## src/rtl/sprb_pkg.sv

```systemverilog
package sprb_pkg;

    localparam int DISP_COLS  = 480;
    localparam int DISP_LINES = 320;
    localparam int MAX_W      = 16;
    localparam int MAX_SCALE  = 4;

    localparam int COL_W  = 9;
    localparam int LINE_W = 10;
    localparam int ADDR_W = 18;

    typedef struct packed {
        logic [15:0] row_bits;
        logic [4:0]  sprite_width;
        logic [5:0]  row_index;
        logic [8:0]  pos_x;
        logic [8:0]  pos_y;
        logic [2:0]  scale;
        logic [15:0] color;
        logic        active;
    } t_in_word;

    typedef struct packed {
        logic [ADDR_W-1:0] frame_address;
        logic [2:0]        run_len;
        logic [1:0]        wrap_len;
        logic [15:0]       pixel_color;
        logic              last;
    } t_out_word;

    typedef struct packed {
        logic load;
        logic prep;
        logic next_pixel;
        logic next_line;
        logic emit;
    } t_cmd;

    typedef struct packed {
        logic prep_empty;
        logic cur_set;
        logic pix_last;
        logic line_last;
        logic out_free;
    } t_stat;

endpackage

```

## src/rtl/sprb_ctrl.sv

```systemverilog
module sprb_ctrl (
    input  logic           i_clk,
    input  logic           i_rst_n,
    input  logic           i_in_valid,
    output logic           o_in_ready,
    input  sprb_pkg::t_stat i_stat,
    output sprb_pkg::t_cmd  o_cmd
);
    import sprb_pkg::*;

    localparam logic [1:0] S_IDLE = 2'd0;
    localparam logic [1:0] S_PREP = 2'd1;
    localparam logic [1:0] S_SCAN = 2'd2;

    logic [1:0] r_state;
    logic [1:0] n_state;
    t_cmd       cmd;

    always_comb begin
        n_state = r_state;
        cmd     = '0;
        case (r_state)
            S_IDLE: begin
                if (i_in_valid) begin
                    cmd.load = 1'b1;
                    n_state  = S_PREP;
                end
            end
            S_PREP: begin
                cmd.prep = 1'b1;
                n_state  = i_stat.prep_empty ? S_IDLE : S_SCAN;
            end
            S_SCAN: begin
                if (!i_stat.cur_set) begin
                    cmd.next_pixel = 1'b1;
                    if (i_stat.pix_last) begin
                        n_state = S_IDLE;
                    end
                end else if (i_stat.out_free) begin
                    cmd.emit = 1'b1;
                    if (i_stat.line_last) begin
                        cmd.next_pixel = 1'b1;
                        if (i_stat.pix_last) begin
                            n_state = S_IDLE;
                        end
                    end else begin
                        cmd.next_line = 1'b1;
                    end
                end
            end
            default: begin
                n_state = S_IDLE;
            end
        endcase
    end

    always_ff @(posedge i_clk) begin
        if (!i_rst_n) begin
            r_state <= S_IDLE;
        end else begin
            r_state <= n_state;
        end
    end

    assign o_in_ready = (r_state == S_IDLE);
    assign o_cmd      = cmd;

    a_emit_needs_room: assert property (@(posedge i_clk) disable iff (!i_rst_n)
        cmd.emit |-> i_stat.out_free)
        else $error("span issued while the output register is still occupied");

    a_final_span_ends: assert property (@(posedge i_clk) disable iff (!i_rst_n)
        (cmd.emit && i_stat.line_last && i_stat.pix_last) |=> (r_state == S_IDLE))
        else $error("controller did not return to idle after the final span");

endmodule

```

## src/rtl/sprb_dp.sv

```systemverilog
module sprb_dp (
    input  logic                i_clk,
    input  logic                i_rst_n,
    input  sprb_pkg::t_in_word  i_in_word,
    input  sprb_pkg::t_cmd      i_cmd,
    output sprb_pkg::t_stat     o_stat,
    output logic                o_out_valid,
    input  logic                i_out_ready,
    output sprb_pkg::t_out_word o_out_word
);
    import sprb_pkg::*;

    logic [15:0]       r_pix;
    logic [COL_W-1:0]  r_col;
    logic [2:0]        r_s;
    logic [1:0]        r_k;
    logic [2:0]        r_vl;
    logic [LINE_W-1:0] r_base;
    logic [ADDR_W-1:0] r_base_addr;
    logic [ADDR_W-1:0] r_line_addr;
    logic [15:0]       r_color;
    logic              r_out_valid;
    t_out_word         r_out_word;

    logic [4:0]        ld_w;
    logic [2:0]        ld_s;
    logic [15:0]       ld_mask;
    logic [15:0]       ld_bits;
    logic [15:0]       ld_pix;
    logic [COL_W-1:0]  ld_col;
    logic [LINE_W-1:0] ld_base;
    logic [LINE_W-1:0] pr_room;
    logic [2:0]        pr_vl;
    logic [COL_W:0]    col_sum;
    logic [COL_W-1:0]  col_next;
    logic [COL_W-1:0]  col_room;
    logic [2:0]        run;
    logic [1:0]        wrap;

    always_comb begin
        ld_w    = (i_in_word.sprite_width > 5'(MAX_W)) ? 5'(MAX_W) : i_in_word.sprite_width;
        ld_s    = (i_in_word.scale > 3'(MAX_SCALE)) ? 3'(MAX_SCALE) : i_in_word.scale;
        ld_mask = 16'((17'd1 << ld_w) - 17'd1);
        ld_bits = i_in_word.row_bits & ld_mask;
        ld_pix  = ld_bits << (5'(MAX_W) - ld_w);
        if (!i_in_word.active || ld_s == 3'd0) begin
            ld_pix = '0;
        end
        ld_col  = (i_in_word.pos_x >= 9'(DISP_COLS)) ? i_in_word.pos_x - 9'(DISP_COLS)
                                                     : i_in_word.pos_x;
        ld_base = LINE_W'(i_in_word.pos_y) + LINE_W'(i_in_word.row_index) * LINE_W'(ld_s);

        pr_room = LINE_W'(DISP_LINES) - r_base;
        if (r_base >= LINE_W'(DISP_LINES)) begin
            pr_vl = 3'd0;
        end else if (pr_room > LINE_W'(r_s)) begin
            pr_vl = r_s;
        end else begin
            pr_vl = pr_room[2:0];
        end

        col_sum  = {1'b0, r_col} + (COL_W + 1)'(r_s);
        col_next = (col_sum >= (COL_W + 1)'(DISP_COLS))
                 ? COL_W'(col_sum - (COL_W + 1)'(DISP_COLS)) : col_sum[COL_W-1:0];
        col_room = COL_W'(DISP_COLS) - r_col;
        run      = (COL_W'(r_s) < col_room) ? r_s : col_room[2:0];
        wrap     = 2'(r_s - run);
    end

    always_ff @(posedge i_clk) begin
        if (i_cmd.load) begin
            r_pix   <= ld_pix;
            r_col   <= ld_col;
            r_s     <= ld_s;
            r_k     <= 2'd0;
            r_base  <= ld_base;
            r_color <= i_in_word.color;
        end
        if (i_cmd.prep) begin
            r_vl        <= pr_vl;
            r_base_addr <= ADDR_W'(r_base) * ADDR_W'(DISP_COLS);
            r_line_addr <= ADDR_W'(r_base) * ADDR_W'(DISP_COLS);
        end
        if (i_cmd.emit) begin
            r_out_word.frame_address <= r_line_addr + ADDR_W'(r_col);
            r_out_word.run_len       <= run;
            r_out_word.wrap_len      <= wrap;
            r_out_word.pixel_color   <= r_color;
            r_out_word.last          <= o_stat.line_last && o_stat.pix_last;
        end
        if (i_cmd.next_pixel) begin
            r_pix       <= {r_pix[14:0], 1'b0};
            r_col       <= col_next;
            r_k         <= 2'd0;
            r_line_addr <= r_base_addr;
        end else if (i_cmd.next_line) begin
            r_k         <= r_k + 2'd1;
            r_line_addr <= r_line_addr + ADDR_W'(DISP_COLS);
        end
    end

    always_ff @(posedge i_clk) begin
        if (!i_rst_n) begin
            r_out_valid <= 1'b0;
        end else if (i_cmd.emit) begin
            r_out_valid <= 1'b1;
        end else if (i_out_ready) begin
            r_out_valid <= 1'b0;
        end
    end

    assign o_stat.prep_empty = (r_pix == 16'd0) || (pr_vl == 3'd0);
    assign o_stat.cur_set    = r_pix[15];
    assign o_stat.pix_last   = (r_pix[14:0] == 15'd0);
    assign o_stat.line_last  = ({1'b0, r_k} == (r_vl - 3'd1));
    assign o_stat.out_free   = !r_out_valid || i_out_ready;

    assign o_out_valid = r_out_valid;
    assign o_out_word  = r_out_word;

    a_addr_in_frame: assert property (@(posedge i_clk) disable iff (!i_rst_n)
        i_cmd.emit |=> (r_out_word.frame_address < ADDR_W'(DISP_COLS * DISP_LINES)))
        else $error("span address lies outside the frame buffer");

    a_span_covers_scale: assert property (@(posedge i_clk) disable iff (!i_rst_n)
        i_cmd.emit |=> ((r_out_word.run_len + 3'(r_out_word.wrap_len)) == $past(r_s)))
        else $error("run and wrap lengths do not add up to the scale");

endmodule

```

## src/rtl/scaled_sprite_row_blitter.sv

```systemverilog
// Channel   Direction  Valid        Ready        Word
// input     in         i_in_valid   o_in_ready   i_in_word  (t_in_word)
// output    out        o_out_valid  i_out_ready  o_out_word (t_out_word)
//
// A row is loaded and then prepared; the controller then steps the datapath through each pixel up
// to the last set one, one span at a time, emitting one span for each visible line of a set pixel.
// A row with nothing to draw goes from preparing straight back to idle.
// A stalled output holds the stepping; a new row is taken while the last span still waits.
// Reset is synchronous and active low and clears only the controller and the output valid.
module scaled_sprite_row_blitter (
    input  logic                i_clk,
    input  logic                i_rst_n,
    input  logic                i_in_valid,
    output logic                o_in_ready,
    input  sprb_pkg::t_in_word  i_in_word,
    output logic                o_out_valid,
    input  logic                i_out_ready,
    output sprb_pkg::t_out_word o_out_word
);
    import sprb_pkg::*;

    t_cmd  cmd;
    t_stat stat;

    sprb_ctrl u_ctrl (
        .i_clk      (i_clk),
        .i_rst_n    (i_rst_n),
        .i_in_valid (i_in_valid),
        .o_in_ready (o_in_ready),
        .i_stat     (stat),
        .o_cmd      (cmd)
    );

    sprb_dp u_dp (
        .i_clk       (i_clk),
        .i_rst_n     (i_rst_n),
        .i_in_word   (i_in_word),
        .i_cmd       (cmd),
        .o_stat      (stat),
        .o_out_valid (o_out_valid),
        .i_out_ready (i_out_ready),
        .o_out_word  (o_out_word)
    );

endmodule
```

## config.mk

```make
export PLATFORM = sky130hd
export DESIGN_NAME = scaled_sprite_row_blitter
export DESIGN_NICKNAME = d
export VERILOG_FILES = /design/src/rtl/sprb_pkg.sv /design/src/rtl/sprb_ctrl.sv /design/src/rtl/sprb_dp.sv /design/src/rtl/scaled_sprite_row_blitter.sv
export SDC_FILE = /design/constraint.sdc
export NUM_CORES = 1
export LEC_CHECK = 0
export BUFFER_PORTS_ARGS = -buffer_cell sky130_fd_sc_hd__buf_2
export CORE_MARGIN = 4
export CORE_UTILIZATION = 50
export DETAILED_ROUTE_END_ITERATION = 10
export PLACE_DENSITY = 0.7
export SKIP_LAST_GASP = 1
export SLEW_MARGIN = 20
export SYNTH_ARGS = -nofsm -noshare
export SYNTH_HDL_FRONTEND = slang
export SYNTH_SLANG_ARGS = --single-unit
export TNS_END_PERCENT = 1
```

## constraint.sdc

```tcl
create_clock -name i_clk -period 4.5 [get_ports i_clk]
set_input_delay 0.45 -clock i_clk [delete_from_list [all_inputs] [get_ports i_clk]]
set_output_delay 0.45 -clock i_clk [all_outputs]
set_load 0.02 [all_outputs]
```

# [Word level (Yosys, flattened, before mapping)]
# Cells that the tools add are included.
[totals] regBits=133 output_inout_bits=42 elab_cells=100
[classes] n_addsub=13 multipliers=2 order_cmp=7 eq_ne=6 shifts=2 mux=35 bitwise_logic=1 reduce_logical=16
[op_table] operator="$mux W18" n=3
[op_table] operator="$mux W16" n=3
[op_table] operator="$mux W9" n=4
[op_table] operator="$ge A10 B9 Y1 const B" n=2
[op_table] operator="$add A18 B9 Y18" n=1
[op_table] operator="$add A18 B9 Y18 const B" n=1
[op_table] operator="$mux W2" n=9
[op_table] operator="$mux W3" n=6
[op_table] operator="$sub A9 B9 Y9 const B" n=2
[op_table] operator="$and A16 B16 Y16" n=1
[op_table] operator="$logic_not A16 Y1" n=1
[op_table] operator="$shl A1 B5 Y16 const A" n=1
[op_table] operator="$shl A16 B5 Y16" n=1
[op_table] operator="$sub A16 B1 Y16 const B" n=1
[op_table] operator="$logic_not A15 Y1" n=1
[op_table] operator="$mul A10 B4 Y13 const B" n=1
[op_table] operator="$add A9 B3 Y10" n=1
[op_table] operator="$add A9 B9 Y10" n=1
[op_table] operator="$gt A10 B3 Y1" n=1
[op_table] operator="$sub A9 B10 Y10 const A" n=1
[op_table] operator="$ge A9 B9 Y1 const B" n=1
[op_table] operator="$lt A3 B9 Y1" n=1
[op_table] operator="$mul A6 B3 Y9" n=1
[op_table] operator="$sub A9 B9 Y9 const A" n=1
[op_table] operator="23 further kinds" n=36

# [Logic depth before layout (Yosys ltp)]
[depth] depth_word=9 depth_mapped=17 mapped_depth_nobuf=14

# [Hierarchy]
# Synthesis repeated with hierarchy kept, for this count alone.
[unflattened] cells_unflattened=890 area_unflattened_um2=9296.4
[modules_own_cells] module="sprb_dp" n_inst=1 cells_per_inst=876 area_each_um2=9156.3 seq_area_each_um2=3893.7
[modules_own_cells] module="sprb_ctrl" n_inst=1 cells_per_inst=14 area_each_um2=140.1 seq_area_each_um2=40.0

# [Worst setup path after synthesis]
# OpenSTA, ideal clock, no wires.
[synth_path] path_kind="flip-flop to flip-flop" startpoint="register u_ctrl.r_state[1]" endpoint="register u_dp.r_line_addr[0] (enable)" arrival_time_ns=3.431 path_slack_ns=0.695 path_stages_with_launch=8 n_path_buf=1 period_less_slack_ns=3.805 cell_sequence="dfxtp_1 > nor2b_1 > nand2_1 > nor2_1 > and2_1 > clkbuf_1 > nor2_1 > nand2_1"
[synth_between] elab_chain_len=3 word_cells_on_any_way=5 classes_between="eq/ne (2); mux (2); reduce/logical (1)"
[synth_rtl] element="start: declaration" line="sprb_ctrl.sv:15" source="logic [1:0] r_state;"
[synth_rtl] element="start signal: assignment" line="sprb_ctrl.sv:61" source="r_state <= n_state;"
[synth_rtl] element="$eq A2 B2 Y1 or $eq A2 B1 Y1 (tied branches)" line="sprb_ctrl.sv:22" source="case (r_state)"
[synth_rtl] element="$mux W3 or $mux W1 (tied branches)" line="sprb_ctrl.sv:22"
[synth_rtl] element="$reduce_bool A3 Y1 (no line) (*)"
[synth_rtl] element="end signal: assignment" line="sprb_dp.sv:82" source="r_line_addr <= ADDR_W'(r_base) * ADDR_W'(DISP_COLS);"
[synth_rtl] element="end signal: assignment" line="sprb_dp.sv:95" source="r_line_addr <= r_base_addr;"
[synth_rtl] element="end signal: assignment" line="sprb_dp.sv:98" source="r_line_addr <= r_line_addr + ADDR_W'(DISP_COLS);"
[synth_rtl] element="end: declaration" line="sprb_dp.sv:20" source="logic [ADDR_W-1:0] r_line_addr;"
# Mark *: on every way between the ends. The rest lies on a longest branch, timed or not.
# A chain may end at the register's enable or synchronous reset.

# [Worst setup path after layout]
[layout_path] startpoint="register u_dp.r_base[0]" endpoint="register u_dp.r_line_addr[17] (data pin)"
[layout_between] elab_chain_len=4
[layout_rtl] element="start: declaration" line="sprb_dp.sv:18" source="logic [LINE_W-1:0] r_base;"
[layout_rtl] element="start signal: assignment" line="sprb_dp.sv:76" source="r_base <= ld_base;"
[layout_rtl] element="$mul A10 B4 Y13" line="sprb_dp.sv:82"
[layout_rtl] element="$mux W18" line="sprb_dp.sv:79" source="if (i_cmd.prep) begin"
[layout_rtl] element="$mux W18" line="sprb_dp.sv:96" source="end else if (i_cmd.next_line) begin"
[layout_rtl] element="$mux W18" line="sprb_dp.sv:91" source="if (i_cmd.next_pixel) begin"
# Every way passes these cells. The select of a mux whose other input is x is not followed.

==> results.toml <==
[logic_synthesis]
ys_warn_count = 0
yosys.area.top_type_share_pct = 40.7
dominantRegCellSynth = "edfxtp_1"
ys_types = 87
synth_area_leaders = "edfxtp_1, ha_1, fa_1"
yosysTopAreaCell = "edfxtp_1"
synth_nets = 1062
synth_area_sq_mm = 0.00936
synth_cells = 894
avgSynthCellArea_sq_um = 10.5
seq_area_frac_synth_pct = 42.0
ys_ff_latch = 133
synth_edf_count = 127
synthArstFlopShare_pct = 0

[clocking]
postCtsSetupBuffers = 0
clkSlewWorstSetupHoldPaths_ps = 70
h-tree-depth = 4
clockRootBuffer = "clkbuf_16"
postCtsHoldBufs = 0
max-clock-path-buffers = 2
clkLatencyLatePin_ps = 430
numCtsBuffers = 17
cts.sinks = 133
cts_resized = 0
cts_tree = "built"

[sta]
final_hold_viol_count = 0
worstMarginPinSlew_ps = 772
rsz0062_at_grt = "no"
maxSlewViolCount = 0
hold_slack_ps = 193
setup_viol = 0
tns_ps = 0
fin_crit_ps = 3690
slew-limit-headroom_pct = 48.4
fin_skew_ps = 9.77
post-route-period-util_pct = 82.0
max_freq_mhz = 271

[die]
die_h_microns = 145
pin_count = 111
die_area_sq_mm = 0.0210
core_area_sq_mm = 0.0182
die_w_microns = 145
initial_core_util_pct = 51.4
num_rows = 49

[worst_setup_path]
crit_path_end_kind = "flip-flop"
crit_required_ps = 4670
path_class = "flip-flop to flip-flop"
cp_cell_sequence = "fa_1, inv_1, fa_1, inv_1, fa_1, a21oi_1, o21ai_0, o211a_1, o21ba_2, a31oi_1, xnor2_1, a221o_1"
critPathMaxStageDelay_ps = 600
cp-start-kind = "flip-flop"
cp_data_arrival_time_ps = 3860
critPathMaxFanout = 8
critPathSlowestCell = "fa_1"
path_common_cell = "fa_1"

[worst_hold_path]
hold_path_class = "input pin to flip-flop"

[placement]
placed_cells = 1206
place.gp.congestion = 0.954
dp_hpwl_microns = 15600
portBuffers = 110
placed_cell_area_sq_mm = 0.0101

[pwr]
totalPowerFinal_mw = 5.17
vdd_drop_max_v = 0.000377
cellLeakagePower_nw = 4.43
power.density_mw_per_mm2 = 484

[global_route]
overflow = 0
track_usage_pct = 20.1
grt_max_degree = 44
grt_pass1_wl_microns = 33200
antenna_found_initial = 0
grt_pass1_vias = 6549

[routing]
via_count = 7010
drt_first_pass_iters = 5
viasPerCell = 5.66
antenna_left = 0
drt_iter0_markers = 558
totalWireLength_microns = 20600
avgRoutedWirePerCell_microns = 16.6
drc_errors = 0

[run_status]
status = "finished clean"

[cells_and_area]
nets = 1164
finalInstanceArea_sq_mm = 0.0107
syn_to_final_growth_pct = 14.1
drive_above_1_share_pct = 19.0
final_cell_mix = "edfxtp_1, buf_2, nand2_1"
final_common_cell = "edfxtp_1"
antenna_cells = 0
instances_no_fill = 1238

[job]
drv_cap = 0
==> critical path, delay by kind of cell (launching register included) <==
family          cells  cell delay [ps]
compound gates      6             1160
buf+inv             2              120
flops               1              530
fa+ha+maj           3             1490
xor+xnor            1              110
==> metrics by stage <==
stage / worst slack (ps) / utilization, %
final: 808 / 58.6
after global routing: 625 / 58.6
after CTS: 807 / 58.6
after detailed placement: 466 / 55.3
after global placement: 633 / 55.3
after floorplan: 695 / -
==> power breakdown <==
group          switching, mW  internal [mW]  leakage (nW)  total (mW)
clock network          0.597          0.795         0.291        1.39
registers              0.165           1.71          1.24        1.88
logic                   1.04          0.861          2.90        1.90
total                   1.80           3.37          4.43        5.17
==> cells in the mapped netlist, drive strengths merged, types with 4 or more instances <==
master	count
o21bai	6
and2	19
a32o	4
o21ai	53
ha	70
nor2b	22
o41ai	4
or3	6
a32oi	5
edfxtp	127
clkbuf	24
a21oi	49
mux2i	12
fa	29
xnor2	32
nor3	16
a31oi	9
nand3	17
and3	8
nand2b	8
nand2	91
a22o	4
dfxtp	6
nand4	7
buf	13
inv	57
or2	6
mux2	10
a211oi	6
o2111ai	4
nor2	63
xor2	24
o211ai	4
nor4	5
a21o	12
==> routing by layer <==
layer  routed length (microns)  vias to the layer above  share of wire [%]  global-route usage (%)
li1                          -                     3463                  -                       -
met1                      9270                     3258                 45                    28.8
met2                      9640                      263                 47                    30.8
met3                      1330                       26                6.5                    3.71
met4                       347                        0                1.7                    6.53
met5                         0                        -                  0                       0
==> final cells by class <==
type / instances / area, sq um
tap: 229 / 287
inverter: 58 / 218
multi-input combinational: 666 / 5010
timing repair buffer: 120 / 626
sequential: 133 / 3930
clock inverter: 15 / 178
clock buffer: 17 / 425
fill: 1531 / 7530
==> kinds of logic (layout without fill, tap and decap cells) <==
group | count (synthesis) | after routing | synth area share (%)
and+or+nand+nor | 288 | 288 | 15.7
AOI/OAI and AO/OA | 201 | 201 | 14.5
DFF | 133 | 133 | 42.0
adders and majority gates | 99 | 99 | 15.6
buffers and inverters | 95 | 210 | 4.53
xor gates and xnor gates | 56 | 56 | 5.24
muxes | 22 | 22 | 2.53
==> registers in the layout (all words and copies together) (netlist names) <==
name / cells
u_ctrl.r_state: 2
u_dp.o_out_valid: 1
u_dp.o_out_word: 40
u_dp.r_base: 10
u_dp.r_base_addr: 13
u_dp.r_col: 9
u_dp.r_color: 16
u_dp.r_k: 2
u_dp.r_line_addr: 18
u_dp.r_pix: 16
u_dp.r_s: 3
u_dp.r_vl: 3
==> path summary, 6_finish.rpt <==
kind | from | to | slack (ps) | cells after the start
worst min register to register | u_dp.r_color[7] | u_dp.o_out_word[8] | 420 | 0
worst max register to register | u_dp.r_base[0] | u_dp.r_line_addr[17] | 810 | 12
worst min-delay path | i_in_word[12] | u_dp.r_color[11] | 190 | 1
worst max-delay path | u_dp.r_base[0] | u_dp.r_line_addr[17] | 810 | 12
No activity file was read; power rests on OpenSTA's default activity.
